===== src/rtl/core/ipip_pkg.sv =====
// Package for the IPv4-in-IPv4 header prepend block: types, constants and the
// outer header byte table. Used by every module of the block; no dependencies.
package ipip_pkg;

   localparam int unsigned QUEUE_DEPTH_DEF = 4;

   localparam logic [5:0]  HDR_BYTES      = 6'd34;
   localparam logic [15:0] LEN_CAP        = 16'd65501;
   localparam logic [15:0] IP_HDR_LEN     = 16'd20;
   localparam logic [15:0] ETHERTYPE_IPV4 = 16'h0800;
   localparam logic [7:0]  IPV4_VHL_DEF   = 8'h45;
   localparam logic [7:0]  IP_TTL         = 8'd64;
   localparam logic [7:0]  IP_PROTO_ENCAP = 8'd4;

   localparam int unsigned CSR_IDX_W  = 3;
   localparam int unsigned CSR_DATA_W = 48;

   typedef enum logic [CSR_IDX_W-1:0] {
      CSR_SRC_MAC     = 3'd0,
      CSR_DST_MAC     = 3'd1,
      CSR_SRC_IP      = 3'd2,
      CSR_DST_IP      = 3'd3,
      CSR_MAX_PAYLOAD = 3'd4
   } csr_idx_type;

   typedef struct packed {
      logic [47:0] src_mac;
      logic [47:0] dst_mac;
      logic [31:0] src_ip;
      logic [31:0] dst_ip;
      logic [15:0] max_payload;
   } cfg_type;

   // hdr set: emit the outer header first, then the byte unless no_payload
   typedef struct packed {
      logic        hdr;
      logic        first_out;
      logic        last;
      logic        enc;
      logic        no_payload;
      logic [7:0]  data;
      logic [15:0] tot;
      logic [15:0] ck;
   } entry_type;

   function automatic logic [7:0] hdr_byte(input logic [5:0] idx, input cfg_type cfg,
                                           input logic [15:0] tot, input logic [15:0] ck);
      logic [7:0] b;
      b = 8'h00;
      case (idx)
         6'd0:  b = cfg.dst_mac[47:40];
         6'd1:  b = cfg.dst_mac[39:32];
         6'd2:  b = cfg.dst_mac[31:24];
         6'd3:  b = cfg.dst_mac[23:16];
         6'd4:  b = cfg.dst_mac[15:8];
         6'd5:  b = cfg.dst_mac[7:0];
         6'd6:  b = cfg.src_mac[47:40];
         6'd7:  b = cfg.src_mac[39:32];
         6'd8:  b = cfg.src_mac[31:24];
         6'd9:  b = cfg.src_mac[23:16];
         6'd10: b = cfg.src_mac[15:8];
         6'd11: b = cfg.src_mac[7:0];
         6'd12: b = ETHERTYPE_IPV4[15:8];
         6'd13: b = ETHERTYPE_IPV4[7:0];
         6'd14: b = IPV4_VHL_DEF;
         6'd16: b = tot[15:8];
         6'd17: b = tot[7:0];
         6'd22: b = IP_TTL;
         6'd23: b = IP_PROTO_ENCAP;
         6'd24: b = ck[15:8];
         6'd25: b = ck[7:0];
         6'd26: b = cfg.src_ip[31:24];
         6'd27: b = cfg.src_ip[23:16];
         6'd28: b = cfg.src_ip[15:8];
         6'd29: b = cfg.src_ip[7:0];
         6'd30: b = cfg.dst_ip[31:24];
         6'd31: b = cfg.dst_ip[23:16];
         6'd32: b = cfg.dst_ip[15:8];
         6'd33: b = cfg.dst_ip[7:0];
         default: b = 8'h00;
      endcase
      return b;
   endfunction

endpackage


===== src/rtl/core/ipip_front.sv =====
// Front end: accepts input transactions, tracks packet state, classifies each
// byte and computes total length and checksum. Depends on ipip_pkg.
module ipip_front (
   input  logic                clock,
   input  logic                reset,
   input  ipip_pkg::cfg_type   cfg,
   input  logic                in_valid,
   output logic                in_ready,
   input  logic [7:0]          in_byte,
   input  logic                in_first,
   input  logic                in_last,
   input  logic [15:0]         in_length,
   output logic                push,
   output ipip_pkg::entry_type push_entry,
   input  logic                q_full
);
   import ipip_pkg::*;

   logic        in_packet_ff, in_packet_in;
   logic        pass_through_ff, pass_through_in;
   logic        accept;
   logic [15:0] limit;
   logic        too_long;
   logic [15:0] tot;
   logic [18:0] sum;
   logic [16:0] fold1;
   logic [16:0] fold2;

   assign in_ready = !q_full;
   assign accept   = in_valid && in_ready;

   always_comb begin
      limit    = (cfg.max_payload > LEN_CAP) ? LEN_CAP : cfg.max_payload;
      too_long = in_length > limit;
      tot      = in_length + IP_HDR_LEN;
      sum      = 19'({IPV4_VHL_DEF, 8'h00}) + 19'({IP_TTL, IP_PROTO_ENCAP}) + 19'(tot)
               + 19'(cfg.src_ip[31:16]) + 19'(cfg.src_ip[15:0])
               + 19'(cfg.dst_ip[31:16]) + 19'(cfg.dst_ip[15:0]);
      fold1    = 17'(sum[15:0]) + 17'(sum[18:16]);
      fold2    = 17'(fold1[15:0]) + 17'(fold1[16]);
   end

   always_comb begin
      in_packet_in          = in_packet_ff;
      pass_through_in       = pass_through_ff;
      push                  = 1'b0;
      push_entry.hdr        = 1'b0;
      push_entry.first_out  = 1'b0;
      push_entry.last       = in_last;
      push_entry.enc        = !pass_through_ff;
      push_entry.no_payload = (in_length == 16'd0);
      push_entry.data       = in_byte;
      push_entry.tot        = tot;
      push_entry.ck         = ~fold2[15:0];
      if (accept) begin
         if (in_first) begin
            push = 1'b1;
            if (too_long) begin
               push_entry.first_out = 1'b1;
               push_entry.enc       = 1'b0;
               in_packet_in         = !in_last;
               pass_through_in      = 1'b1;
            end else begin
               push_entry.hdr  = 1'b1;
               push_entry.enc  = 1'b1;
               pass_through_in = 1'b0;
               in_packet_in    = (in_length != 16'd0) && !in_last;
            end
         end else if (in_packet_ff) begin
            push = 1'b1;
            if (in_last) begin
               in_packet_in    = 1'b0;
               pass_through_in = 1'b0;
            end
         end
      end
   end

   always_ff @(posedge clock) begin
      if (reset) begin
         in_packet_ff    <= 1'b0;
         pass_through_ff <= 1'b0;
      end else begin
         in_packet_ff    <= in_packet_in;
         pass_through_ff <= pass_through_in;
      end
   end

endmodule


===== src/rtl/core/ipip_fifo.sv =====
// Short queue of classified bytes between front and back end.
// Depends on ipip_pkg for the entry type.
module ipip_fifo #(
   parameter int unsigned DEPTH = ipip_pkg::QUEUE_DEPTH_DEF
) (
   input  logic                clock,
   input  logic                reset,
   input  logic                push,
   input  ipip_pkg::entry_type push_entry,
   input  logic                pop,
   output ipip_pkg::entry_type pop_entry,
   output logic                empty,
   output logic                full
);
   import ipip_pkg::*;

   localparam int unsigned PW = (DEPTH > 1) ? $clog2(DEPTH) : 1;
   localparam int unsigned CW = $clog2(DEPTH + 1);

   entry_type       mem_ff [DEPTH];
   logic [PW-1:0]   wr_ptr_ff, wr_ptr_in;
   logic [PW-1:0]   rd_ptr_ff, rd_ptr_in;
   logic [CW-1:0]   count_ff, count_in;
   logic            do_push, do_pop;

   assign empty     = (count_ff == CW'(0));
   assign full      = (count_ff == CW'(DEPTH));
   assign do_push   = push && !full;
   assign do_pop    = pop && !empty;
   assign pop_entry = mem_ff[rd_ptr_ff];

   always_comb begin
      wr_ptr_in = wr_ptr_ff;
      rd_ptr_in = rd_ptr_ff;
      count_in  = count_ff;
      if (do_push) begin
         wr_ptr_in = (wr_ptr_ff == PW'(DEPTH - 1)) ? '0 : wr_ptr_ff + PW'(1);
      end
      if (do_pop) begin
         rd_ptr_in = (rd_ptr_ff == PW'(DEPTH - 1)) ? '0 : rd_ptr_ff + PW'(1);
      end
      if (do_push && !do_pop) begin
         count_in = count_ff + CW'(1);
      end else if (do_pop && !do_push) begin
         count_in = count_ff - CW'(1);
      end
   end

   always_ff @(posedge clock) begin
      if (reset) begin
         wr_ptr_ff <= '0;
         rd_ptr_ff <= '0;
         count_ff  <= '0;
      end else begin
         wr_ptr_ff <= wr_ptr_in;
         rd_ptr_ff <= rd_ptr_in;
         count_ff  <= count_in;
      end
   end

   always_ff @(posedge clock) begin
      if (do_push) begin
         mem_ff[wr_ptr_ff] <= push_entry;
      end
   end

endmodule


===== src/rtl/core/ipip_back.sv =====
// Back end: takes entries from the queue, emits the 34-byte outer header where
// asked, then the byte, through a registered output stage. Depends on ipip_pkg.
module ipip_back (
   input  logic                clock,
   input  logic                reset,
   input  ipip_pkg::cfg_type   cfg,
   input  ipip_pkg::entry_type q_entry,
   input  logic                q_empty,
   output logic                q_pop,
   output logic                out_valid,
   input  logic                out_ready,
   output logic [7:0]          out_byte,
   output logic                out_first,
   output logic                out_last,
   output logic                out_enc
);
   import ipip_pkg::*;

   entry_type  cur_ff, cur_in;
   logic       cur_valid_ff, cur_valid_in;
   logic [5:0] idx_ff, idx_in;
   logic       valid_ff, valid_in;
   logic [7:0] byte_ff, byte_in;
   logic       first_ff, first_in;
   logic       last_ff, last_in;
   logic       enc_ff, enc_in;
   logic       out_free;
   logic       load;
   logic       done;

   assign out_free = !valid_ff || out_ready;
   assign load     = cur_valid_ff && out_free;

   always_comb begin
      if (!cur_ff.hdr) begin
         byte_in  = cur_ff.data;
         first_in = cur_ff.first_out;
         last_in  = cur_ff.last;
         enc_in   = cur_ff.enc;
         done     = 1'b1;
      end else if (idx_ff == HDR_BYTES) begin
         byte_in  = cur_ff.data;
         first_in = 1'b0;
         last_in  = cur_ff.last;
         enc_in   = 1'b1;
         done     = 1'b1;
      end else begin
         byte_in  = hdr_byte(idx_ff, cfg, cur_ff.tot, cur_ff.ck);
         first_in = (idx_ff == 6'd0);
         last_in  = cur_ff.no_payload && (idx_ff == HDR_BYTES - 6'd1);
         enc_in   = 1'b1;
         done     = last_in;
      end

      q_pop        = !q_empty && (!cur_valid_ff || (load && done));
      cur_in       = q_pop ? q_entry : cur_ff;
      cur_valid_in = q_pop ? 1'b1 : ((load && done) ? 1'b0 : cur_valid_ff);
      idx_in       = idx_ff;
      if (load) begin
         idx_in = done ? 6'd0 : idx_ff + 6'd1;
      end
      valid_in = load ? 1'b1 : (out_ready ? 1'b0 : valid_ff);
   end

   always_ff @(posedge clock) begin
      if (reset) begin
         cur_valid_ff <= 1'b0;
         idx_ff       <= '0;
         valid_ff     <= 1'b0;
      end else begin
         cur_valid_ff <= cur_valid_in;
         idx_ff       <= idx_in;
         valid_ff     <= valid_in;
      end
   end

   always_ff @(posedge clock) begin
      cur_ff <= cur_in;
      if (load) begin
         byte_ff  <= byte_in;
         first_ff <= first_in;
         last_ff  <= last_in;
         enc_ff   <= enc_in;
      end
   end

   assign out_valid = valid_ff;
   assign out_byte  = byte_ff;
   assign out_first = first_ff;
   assign out_last  = last_ff;
   assign out_enc   = enc_ff;

   a_idx_bound: assert property (@(posedge clock) disable iff (reset)
      cur_valid_ff |-> (idx_ff <= HDR_BYTES))
      else $error("header index past end");

   a_idx_hdr_only: assert property (@(posedge clock) disable iff (reset)
      (idx_ff != 6'd0) |-> (cur_valid_ff && cur_ff.hdr))
      else $error("header index without header entry");

   a_hold_entry: assert property (@(posedge clock) disable iff (reset)
      (load && !done) |=> (cur_valid_ff && $stable(cur_ff)))
      else $error("entry lost during header emission");

endmodule


===== src/rtl/core/ipip_header_prepend_top.sv =====
// Top level of the IPv4-in-IPv4 header prepend block: configuration registers,
// front end, queue and back end. Depends on ipip_pkg, ipip_front, ipip_fifo, ipip_back.
//
// Payload bytes enter one per transaction. A byte that continues a packet, or
// the first byte of a packet that is too long and passes through unchanged,
// gives one result and the block sustains one byte per cycle while the output
// is not stalled. The first byte of an encapsulated packet gives 35 results (34
// header bytes then the byte), or 34 for a zero length packet; the back end emits
// one byte per cycle while the output is not stalled, so such a byte occupies the
// output while the front end keeps accepting into a QUEUE_DEPTH entry queue until
// it is full. A result passes through the queue, the current entry register and
// the output register before it is presented. Configuration is written through
// csr_we, csr_index and csr_wdata and must only change while the block is idle.
module ipip_header_prepend_top #(
   parameter int unsigned QUEUE_DEPTH = ipip_pkg::QUEUE_DEPTH_DEF
) (
   input  logic                              clock,
   input  logic                              reset,
   input  logic                              csr_we,
   input  logic [ipip_pkg::CSR_IDX_W-1:0]    csr_index,
   input  logic [ipip_pkg::CSR_DATA_W-1:0]   csr_wdata,
   input  logic                              req_tvalid,
   output logic                              req_tready,
   input  logic [23:0]                       req_tdata,  // payload_byte, payload_length
   input  logic                              req_tuser,  // first_byte
   input  logic                              req_tlast,
   output logic                              rsp_tvalid,
   input  logic                              rsp_tready,
   output logic [7:0]                        rsp_tdata,  // out_byte
   output logic [1:0]                        rsp_tuser,  // out_first, encapsulated
   output logic                              rsp_tlast
);
   import ipip_pkg::*;

   cfg_type   cfg_ff, cfg_in;
   entry_type push_entry;
   entry_type pop_entry;
   logic      push;
   logic      pop;
   logic      q_empty;
   logic      q_full;

   always_comb begin
      cfg_in = cfg_ff;
      if (csr_we) begin
         unique case (csr_idx_type'(csr_index))
            CSR_SRC_MAC:     cfg_in.src_mac     = csr_wdata[47:0];
            CSR_DST_MAC:     cfg_in.dst_mac     = csr_wdata[47:0];
            CSR_SRC_IP:      cfg_in.src_ip      = csr_wdata[31:0];
            CSR_DST_IP:      cfg_in.dst_ip      = csr_wdata[31:0];
            CSR_MAX_PAYLOAD: cfg_in.max_payload = csr_wdata[15:0];
            default:         cfg_in             = cfg_ff;
         endcase
      end
   end

   always_ff @(posedge clock) begin
      if (reset) begin
         cfg_ff.src_mac     <= '0;
         cfg_ff.dst_mac     <= '0;
         cfg_ff.src_ip      <= '0;
         cfg_ff.dst_ip      <= '0;
         cfg_ff.max_payload <= LEN_CAP;
      end else begin
         cfg_ff <= cfg_in;
      end
   end

   ipip_front u_front (
      .clock      (clock),
      .reset      (reset),
      .cfg        (cfg_ff),
      .in_valid   (req_tvalid),
      .in_ready   (req_tready),
      .in_byte    (req_tdata[7:0]),
      .in_first   (req_tuser),
      .in_last    (req_tlast),
      .in_length  (req_tdata[23:8]),
      .push       (push),
      .push_entry (push_entry),
      .q_full     (q_full)
   );

   ipip_fifo #(
      .DEPTH (QUEUE_DEPTH)
   ) u_fifo (
      .clock      (clock),
      .reset      (reset),
      .push       (push),
      .push_entry (push_entry),
      .pop        (pop),
      .pop_entry  (pop_entry),
      .empty      (q_empty),
      .full       (q_full)
   );

   ipip_back u_back (
      .clock     (clock),
      .reset     (reset),
      .cfg       (cfg_ff),
      .q_entry   (pop_entry),
      .q_empty   (q_empty),
      .q_pop     (pop),
      .out_valid (rsp_tvalid),
      .out_ready (rsp_tready),
      .out_byte  (rsp_tdata),
      .out_first (rsp_tuser[0]),
      .out_last  (rsp_tlast),
      .out_enc   (rsp_tuser[1])
   );

endmodule


===== config.mk =====
export PLATFORM = sky130hd
export DESIGN_NAME = ipip_header_prepend_top
export DESIGN_NICKNAME = d
export VERILOG_FILES = /design/src/rtl/core/ipip_pkg.sv /design/src/rtl/core/ipip_front.sv /design/src/rtl/core/ipip_fifo.sv /design/src/rtl/core/ipip_back.sv /design/src/rtl/core/ipip_header_prepend_top.sv
export SDC_FILE = /design/constraint.sdc
export NUM_CORES = 1
export LEC_CHECK = 0
export ABC_AREA = 1
export BUFFER_PORTS_ARGS = -buffer_cell sky130_fd_sc_hd__buf_2
export CAP_MARGIN = 20
export CORE_ASPECT_RATIO = 0.75
export CORE_MARGIN = 1
export CORE_UTILIZATION = 25
export CTS_BUF_LIST = sky130_fd_sc_hd__clkbuf_16
export DETAILED_ROUTE_END_ITERATION = 6
export GPL_TIMING_DRIVEN = 0
export PLACE_DENSITY = 0.46
export SYNTH_ARGS = -nofsm -noshare
export SYNTH_HDL_FRONTEND = slang
export SYNTH_SLANG_ARGS = --single-unit

===== constraint.sdc =====
create_clock -name clock -period 9.5 [get_ports clock]
set_input_delay 1.425 -clock clock [delete_from_list [all_inputs] [get_ports clock]]
set_output_delay 1.425 -clock clock [all_outputs]
set_load 0.01 [all_outputs]

Word level (Yosys, flattened, before mapping) --
Memory sizes are Yosys's and may differ from the RTL's. A register that Yosys moved wholly into a read port is not among the register bits. Index checks and enable logic that the tools add are counted.
Word-level totals: register bits after elaboration 204, memory bits (writable) 180, input bits 82, output and inout bits 13, logic and storage cells 142, memories kept 1
Memory list:
- u_fifo.mem_ff | words 4, bits a word 45, read ports 1, clocked after memory_dff 1, write ports 1, line ipip_fifo.sv:20 | entry_type mem_ff [DEPTH];
Cells by class: $add $sub $neg 13, $lt $le $gt $ge 2, eq/ne operators 35, mux-type cells 37, bitwise gates (word level) 1, reduce and logical (&&, ||, !) cells 36
Operators with widths (number):
- one-hot mux 8 bit (28 select lines) | 1
- adder 19 x 16 -> 19 bit | 4
- equality test 6 x 5 -> 1 bit (second input constant) | 12
- equality test 6 x 4 -> 1 bit (second input constant) | 6
- 2-to-1 mux 1 bit | 26
- equality test 6 x 3 -> 1 bit (second input constant) | 4
- equality test 6 bit (second input constant) | 3
- adder 16 x 16 -> 17 bit (first input constant) | 1
- adder 16 x 3 -> 17 bit | 1
- adder 16 x 1 -> 16 bit | 1
- adder 16 x 5 -> 16 bit (second input constant) | 1
- greater-than comparator 16 bit | 1
- greater-than comparator 16 bit (second input constant) | 1
- logical NOT 16 bit | 1
- 2-to-1 mux 16 bit | 1
- 2-to-1 mux 8 bit | 2
- inverter 16 bit | 1
- nonzero test 16 bit | 1
- equality test 6 x 2 -> 1 bit (second input constant) | 2
- logical AND 1 bit | 10
- AND reduction 2 bit | 5
- nonzero test 2 bit | 5
- logical NOT 1 bit | 8
- 2-to-1 mux 2 bit | 4
- other kinds (15) | 22

Longest topological paths before layout --
Gate-level depths: netlist of run 1.
depth in word-level cells 11, depth in mapped cells 55, depth with buffers taken out 55

Cells and area by module --
A second synthesis of run 1 with hierarchy kept.
Second synthesis, totals: cells, all modules 2793, area, all modules 22884.4 um^2
Modules (own cells, without submodules):
- ipip_fifo | instances 1, cells an instance 506, area an instance 7309.5 um^2, seq. area each 5585.4 um^2
- ipip_header_prepend_top | instances 1, cells an instance 1007, area an instance 6942.9 um^2, seq. area each 3523.4 um^2
- ipip_front | instances 1, cells an instance 677, area an instance 4322.9 um^2, seq. area each 40.0 um^2
- ipip_back | instances 1, cells an instance 603, area an instance 4309.1 um^2, seq. area each 1841.8 um^2

Worst setup path before layout of run 1 --
OpenSTA, ideal clock, no wires.
kind input port to flip-flop, start in req_tdata[10], end mem u_fifo.mem_ff[0][14] (netlist bit) (data pin), library setup time 0.266 ns, arrival time 8.482 ns, data required time 9.234 ns, slack 0.752 ns, stages 50, path buffers 0, cell sequence ha_1 > o21ai_0 > nor2_1 > nand2_1 > xor2_1 > inv_1 > nand2_1 > nand2_1 > nand2_1 > nand2_1 > xor2_1 > fa_1 > fa_1 > inv_1 > fa_1 > inv_1 > ha_1 > a21o_1 > (+14 left out) > nor2_2 > nand3_2 > nor2_2 > nand3_1 > nor2_1 > ha_1 > ha_1 > nand3_1 > nor2_1 > nand3_1 > nor2_1 > nand2_1 > nor2_4 > nand3_2 > nor2_4 > nand3_1 > nand2_1 > nand2_1
RTL lines:
- from (decl) | line ipip_header_prepend_top.sv:24 | input logic [23:0] req_tdata,
- to (decl) | line ipip_fifo.sv:20

==> impl_metrics.toml, run 1 <==
[min_path]
hold_class = "reg -> reg"
hold_end = "cfg_ff[86]$_SDFFE_PP0P_"
hold_start = "cfg_ff[86]$_SDFFE_PP0P_"
hold_depth = 2

[clock_tree]
clkLatencyLatePin_ns = 0.62
cts-root-buf = "clkbuf_16"
cts_hold_buf = 0
clockBufferDepth = 3
cts_tree = "yes"
clk_pin_slew_ns = 0.06
cts_made_buffers = 46
clock-sinks = 429
cts_max_level = 2

[worst_setup_path]
reg2reg_depth = 41
crit_top_cell = "nor2_4"
crit_type = "in -> reg"
critPathCaptureType = "register"
critPathArrivalTime_ns = 9.31
cp_data_required_time_ns = 9.83
r2r_setup_slack_ns = 2.13
slowest_stage = "fa_2"
crit_path_max_fanout = 6
regToRegEndpoint = "u_fifo.mem_ff[2][14]$_DFFE_PP_"
start_kind = "primary input"
critical_path.max_stage_delay_ns = 0.60
reg2reg_from = "cfg_ff[17]$_SDFFE_PP0P_"

[detailed_routing]
vias = 17100
first_iter_violations = 1457
drc_errors = 0
antenna_left = 0
firstDrtPassIters = 6
vias_per_cell = 4.76
drt_wl_total_mm = 76.8
wire_per_inst_um = 21.4

[final_layout]
multi_input_area_mm2 = 0.00886
nNetsFinal = 2631
fillCellCount = 8655
area_growth_pct = 18.0
layoutNonFillerInstCount = 3595
final-seq-area_mm2 = 0.0110
drive_gt1_share_pct = 11.9
utilization_pct = 29.8

[synth]
synth_seq_cells = 429
avgSynthCellArea_um2 = 9.10
synthesis.nets = 2475
synth-warning-count = 0
ys_seq_area_share_pct = 52.6
ys.flop_type = "edfxtp_1"
syn_area_mm2 = 0.0208
synth_cell_types = 52
synthArstFlopShare_pct = 0
synth_edf_count = 236
synth_cells = 2288

[die]
die_h_um = 252
rows = 91
core_area_mm2 = 0.0823
die_w_um = 335
pin_count = 95
start_util_pct = 25.3
dieArea_mm2 = 0.0844

[place]
globalplace.congestion = 0.967
placed_cells = 3504
placement.io_buffers = 94
place_ws_ns = -1.06
dp.final_hpwl_mm = 58.3

[power_and_ir_drop]
p_leak_uw = 0.00992
vdd_ir_drop_max_mv = 0.161
p_per_area_mw_per_mm2 = 239
p_total_uw = 5870

[sta]
setup_violations = 0
setup_slack_ns = 0.524
max_slew.worst_pin.slew_ns = 1.07
fmax_ghz = 0.111
max-slew-margin-rel_pct = 28.1
finalMaxSlewViolations = 0
finalHoldViolCount = 0
timing.final.crit_period_ns = 8.98
period_share_pct = 94.5
skew_ns = 0.0438

[global_route]
antenna_found_initial = 9
grt_usage_pct = 18.0
grt_pass1_vias = 16500
overflow = 0
grt_pass1_wl_mm = 112
grt_max_degree = 33

[run]
max_cap_violations = 0

[outcome]
status = "finished clean"
==> registers in the layout, summed over array words and instances (netlist names), 2 cells and up <==
register,count
u_fifo.count_ff,3
u_back.idx_ff,6
u_back.cur_ff,45
u_back.out_byte,8
u_fifo.wr_ptr_ff,2
cfg_ff,176
u_fifo.mem_ff,180
u_fifo.rd_ptr_ff,2
==> per-stage QoR <==
stage               hold slack (ns)  instance area [um2]  TNS (ns)
global route                  0.474                24600    -0.431
finish                        0.456                24600         0
CTS                           0.453                24300         0
detailed placement            0.445                22800    -35.86
global placement              0.442                22700    -34.43
floorplan                     0.425                20800         0
==> report_power, final <==
group / total, uW / switching (uW) / internal, uW / leakage [uW]
registers: 2440 / 115 / 2320 / 0.00374
logic: 1690 / 1220 / 468 / 0.00544
clock network: 1740 / 775 / 964 / 0.000731
total: 5870 / 2110 / 3750 / 0.00992
==> cell families (layout without fill, tap and decap cells) <==
logic type | count (synthesis) | after routing | synth area share [%]
buf+inv | 340 | 530 | 6.17
simple gates | 878 | 878 | 18.1
fa+ha+maj | 105 | 105 | 8.11
other cells | 0 | 1 | 0
xor+xnor | 32 | 32 | 1.35
flops | 429 | 429 | 52.6
compound gates | 504 | 504 | 13.6
==> cell usage in the layout, fill, tap and decap left out, types with 46 or more instances in the layout <==
cell / netlist / routed
o21ai_0: 282 / 280
dfxtp_1: 193 / 193
edfxtp_1: 236 / 236
fa_1: 50 / 48
o22ai_1: 53 / 53
nor2_1: 397 / 382
clkbuf_1: 82 / 82
clkbuf_16: 0 / 46
ha_1: 55 / 48
inv_1: 239 / 248
nand3_1: 70 / 66
nand2_1: 300 / 294
buf_2: 0 / 93
a21oi_1: 85 / 82
==> Yosys cell counts (5+ instances only) <==
| cell | n | share of area [%] |
|---|---|---|
| o21ai_1 | 9 | 0.22 |
| a21oi_1 | 85 | 2.0 |
| nor3_1 | 9 | 0.22 |
| nor4_1 | 10 | 0.30 |
| nand2_1 | 300 | 5.4 |
| o21ai_0 | 282 | 6.8 |
| inv_1 | 239 | 4.3 |
| nand3_2 | 11 | 0.53 |
| o2111ai_1 | 9 | 0.38 |
| nand2_2 | 22 | 0.66 |
| dfxtp_1 | 193 | 19 |
| a22o_1 | 9 | 0.38 |
| nand3_1 | 70 | 1.7 |
| edfxtp_1 | 236 | 34 |
| fa_1 | 50 | 4.8 |
| o211ai_1 | 11 | 0.40 |
| nor2_2 | 11 | 0.33 |
| clkbuf_1 | 82 | 1.5 |
| o22ai_1 | 53 | 1.6 |
| nor2_4 | 8 | 0.43 |
| xnor2_1 | 5 | 0.21 |
| xor2_1 | 27 | 1.1 |
| nand4_1 | 28 | 0.84 |
| inv_2 | 13 | 0.23 |
| a221oi_1 | 24 | 1.0 |
| nor2_1 | 397 | 7.2 |
| ha_1 | 55 | 3.3 |
==> routing by layer <==
layer	share of wire (%)	track usage, %
met3	6.5	3.10
met5	0.017	0
met2	43	27.2
met4	2.5	4.81
met1	48	26.2
==> final cells by class <==
class | count | area share [%]
clock inverter | 36 | 1.11
tap | 1116 | 5.68
inverter | 255 | 3.91
clock buffer | 46 | 4.69
buffer | 85 | 1.33
antenna | 1 | 0.0102
sequential | 429 | 44.6
multi-input combinational | 1519 | 36.1
timing repair buffer | 108 | 2.62
==> worst max-delay path: cells and delay by family <==
family | cells | cell delay [ns]
AO/OA/AOI/OAI | 5 | 0.64
XOR/XNOR | 3 | 0.72
adder cells (fa/ha/maj) | 8 | 2.89
buffers and inverters | 6 | 0.46
AND/OR/NAND/NOR | 25 | 3.14
==> worst max path at each step <==
stage / from / end / slack (ns) / depth (start not counted)
floorplan: req_tdata[10] / u_fifo.mem_ff[0][14]$_DFFE_PP_ / 0.75 / 50
global placement: req_tdata[10] / u_fifo.mem_ff[2][14]$_DFFE_PP_ / -1.04 / 51
detailed placement: req_tdata[10] / u_fifo.mem_ff[1][14]$_DFFE_PP_ / -1.06 / 51
CTS: req_tdata[10] / u_fifo.mem_ff[1][14]$_DFFE_PP_ / 0.002 / 51
global route: req_tdata[11] / u_fifo.mem_ff[2][14]$_DFFE_PP_ / -0.05 / 52
finish: req_tdata[10] / u_fifo.mem_ff[2][14]$_DFFE_PP_ / 0.52 / 47
==> timing repair <==
item,CTS,global route
setup buffers,3,4
setup endpoints to repair,32,40
pin swaps,5,14
gates resized for setup,19,44
Note: power is estimated with default switching activity, not from simulation.
==> run 2: changes to the inputs <==
==> constraint.sdc (replaced) <==
create_clock -name clock -period 9.5 [get_ports clock]
set_input_delay 0 -clock clock [delete_from_list [all_inputs] [get_ports clock]]
set_output_delay 0 -clock clock [all_outputs]
set_load 0.1 [all_outputs]
==> run 2 against run 1 <==
  * Final area grew 2.5%
  * Die area is the same
  * Global-route usage grew 0.18 points
  * Via count grew 1.6%
  * Combinational power grew 9%
  * Total power grew 2.6%
==> impl_metrics.toml, run 2 (synthesized netlist as in run 1, its figures left out) <==
[outcome]
status = "finished clean"

[sta]
fmax_ghz = 0.115
finalHoldViolCount = 0
setup_violations = 0
finalMaxSlewViolations = 0
max_slew.worst_pin.slew_ns = 1.05
setup_tns_ns = 0
grt_setup_unrepaired = "false"
timing.final.crit_period_ns = 8.70
period_share_pct = 91.5
setup_slack_ns = 0.805
max-slew-margin-rel_pct = 29.3
skew_ns = 0.0413

[detailed_routing]
drc_errors = 0
firstDrtPassIters = 6
vias = 17400
antenna_left = 0
vias_per_cell = 4.73
wire_per_inst_um = 21.1
first_iter_violations = 1501
drt_wl_total_mm = 77.4

[clock_tree]
clkLatencyLatePin_ns = 0.62
cts_made_buffers = 46
cts_tree = "yes"
cts-root-buf = "clkbuf_16"
clockBufferDepth = 3
cts_max_level = 2
clock-sinks = 429
clk_pin_slew_ns = 0.06

[final_layout]
layout_commonest_cell = "nor2_1"
area_growth_pct = 21.0
drive_gt1_share_pct = 10.1
largest_reg_flops = 180
reg_top3 = "u_fifo.mem_ff x180, cfg_ff x176, u_back.cur_ff x45"
nNetsFinal = 2708
regMostFlops = "u_fifo.mem_ff"
mostFrequentLayoutCells = "nor2_1, nand2_1, o21ai_0"

[die]
pin_count = 95
rows = 91
die_h_um = 252
core_area_mm2 = 0.0823
dieArea_mm2 = 0.0844
start_util_pct = 25.3
die_w_um = 335

[global_route]
grt_usage_pct = 18.2
grt_pass1_wl_mm = 113
overflow = 0
antenna_found_initial = 6
grt_max_degree = 33
grt_pass1_vias = 16900

[worst_setup_path]
start_kind = "primary input"
cp_data_required_time_ns = 9.87
slowest_stage = "dlygate4sd3_1"
critical_path.max_stage_delay_ns = 0.59
crit_top_cell = "nand2_1"
critPathBufInv = 8
critPathLaunch = "req_tdata[11]"
reg2reg_from = "cfg_ff[17]$_SDFFE_PP0P_"
critPathCaptureType = "register"
crit_path_max_fanout = 6
crit_type = "in -> reg"
cpLargestDelayFamily = "adder cells"
critPathArrivalTime_ns = 9.07

[place]
placement.io_buffers = 94
dp.final_hpwl_mm = 58.3
globalplace.congestion = 0.967
place_ws_ns = 0.362

[power_and_ir_drop]
p_per_area_mw_per_mm2 = 239
p_leak_uw = 0.0102
vdd_ir_drop_max_mv = 0.161

[min_path]
hold_start = "req_tdata[17]"
hold_class = "in -> reg"

[run]
max_cap_violations = 0
run 2: changes by cell type in the layout (fill, tap and decap cells not counted), sizes merged:
cell / change
dlygate4sd3: +81
inv: -1
buf: -4
clkinvlp: +1
run 2: worst reg2reg max path: cells and delay by family (launching register included):
kind | cells | cell delay (ns)
XOR/XNOR | 1 | 0.18
AO/OA/AOI/OAI | 4 | 0.70
flip-flops | 1 | 0.40
AND/OR/NAND/NOR | 21 | 2.52
adder cells (fa/ha/maj) | 8 | 3.13
buffers and inverters | 6 | 0.36
run 2: path summary, 6_finish.rpt:
kind	cells after the start	to	slack [ns]
worst min register to register	2	cfg_ff[86]$_SDFFE_PP0P_	0.45
worst min-delay path	3	u_fifo.mem_ff[3][25]$_DFFE_PP_	0.03
worst max register to register	40	u_fifo.mem_ff[2][12]$_DFFE_PP_	1.94
worst max-delay path	51	u_fifo.mem_ff[2][12]$_DFFE_PP_	0.80
run 2: what timing repair did:
| item | in CTS | in global routing |
|---|---|---|
| buffers inserted | 0 | 3 |
| hold buffers | 81 | 0 |
| setup endpoints to repair | 0 | 32 |
| hold endpoints to repair | 282 | 0 |
| resized for setup | 0 | 20 |
run 2: final cells by class:
| cell class | count | area, um2 |
|---|---|---|
| Sequential cell | 429 | 11000 |
| Fill cell | 8614 | 57100 |
| Timing Repair Buffer | 185 | 1420 |
| Clock buffer | 46 | 1150 |
| Buffer | 85 | 328 |
| Multi-Input combinational cell | 1519 | 8700 |
| Antenna cell | 1 | 2.50 |
| Tap cell | 1116 | 1400 |
| Clock inverter | 36 | 273 |
| Inverter | 255 | 961 |
run 2: stage by stage:
stage	total power [uW]	area, um2	std cells	hold WS (ns)	utilization (%)
after floorplan	3590	20800	2288	0.0691	-
after global placement	4260	22700	3498	0.217	27.6
after detailed placement	4290	22800	3504	0.217	27.7
after CTS	6060	25100	3667	0.00103	30.4
after global routing	6330	25200	3672	0.0566	30.6
final	6020	25200	3672	0.0326	30.6
run 2: routing by layer:
layer | track usage [%] | part of all wire [%] | vias to the layer above
met3 | 3.28 | 6.9 | 120
met2 | 27.4 | 43 | 583
met4 | 5.14 | 2.6 | 4
met1 | 26.4 | 47 | 8444
met5 | 0 | 0.035 | -
li1 | - | - | 8219
run 2: power breakdown:
part | total (uW) | leakage [uW] | internal (uW) | switching [uW]
Combinational | 1840 | 0.00576 | 478 | 1360
Sequential | 2440 | 0.00374 | 2320 | 116
Clock | 1740 | 0.000731 | 964 | 775
Total | 6020 | 0.0102 | 3760 | 2250
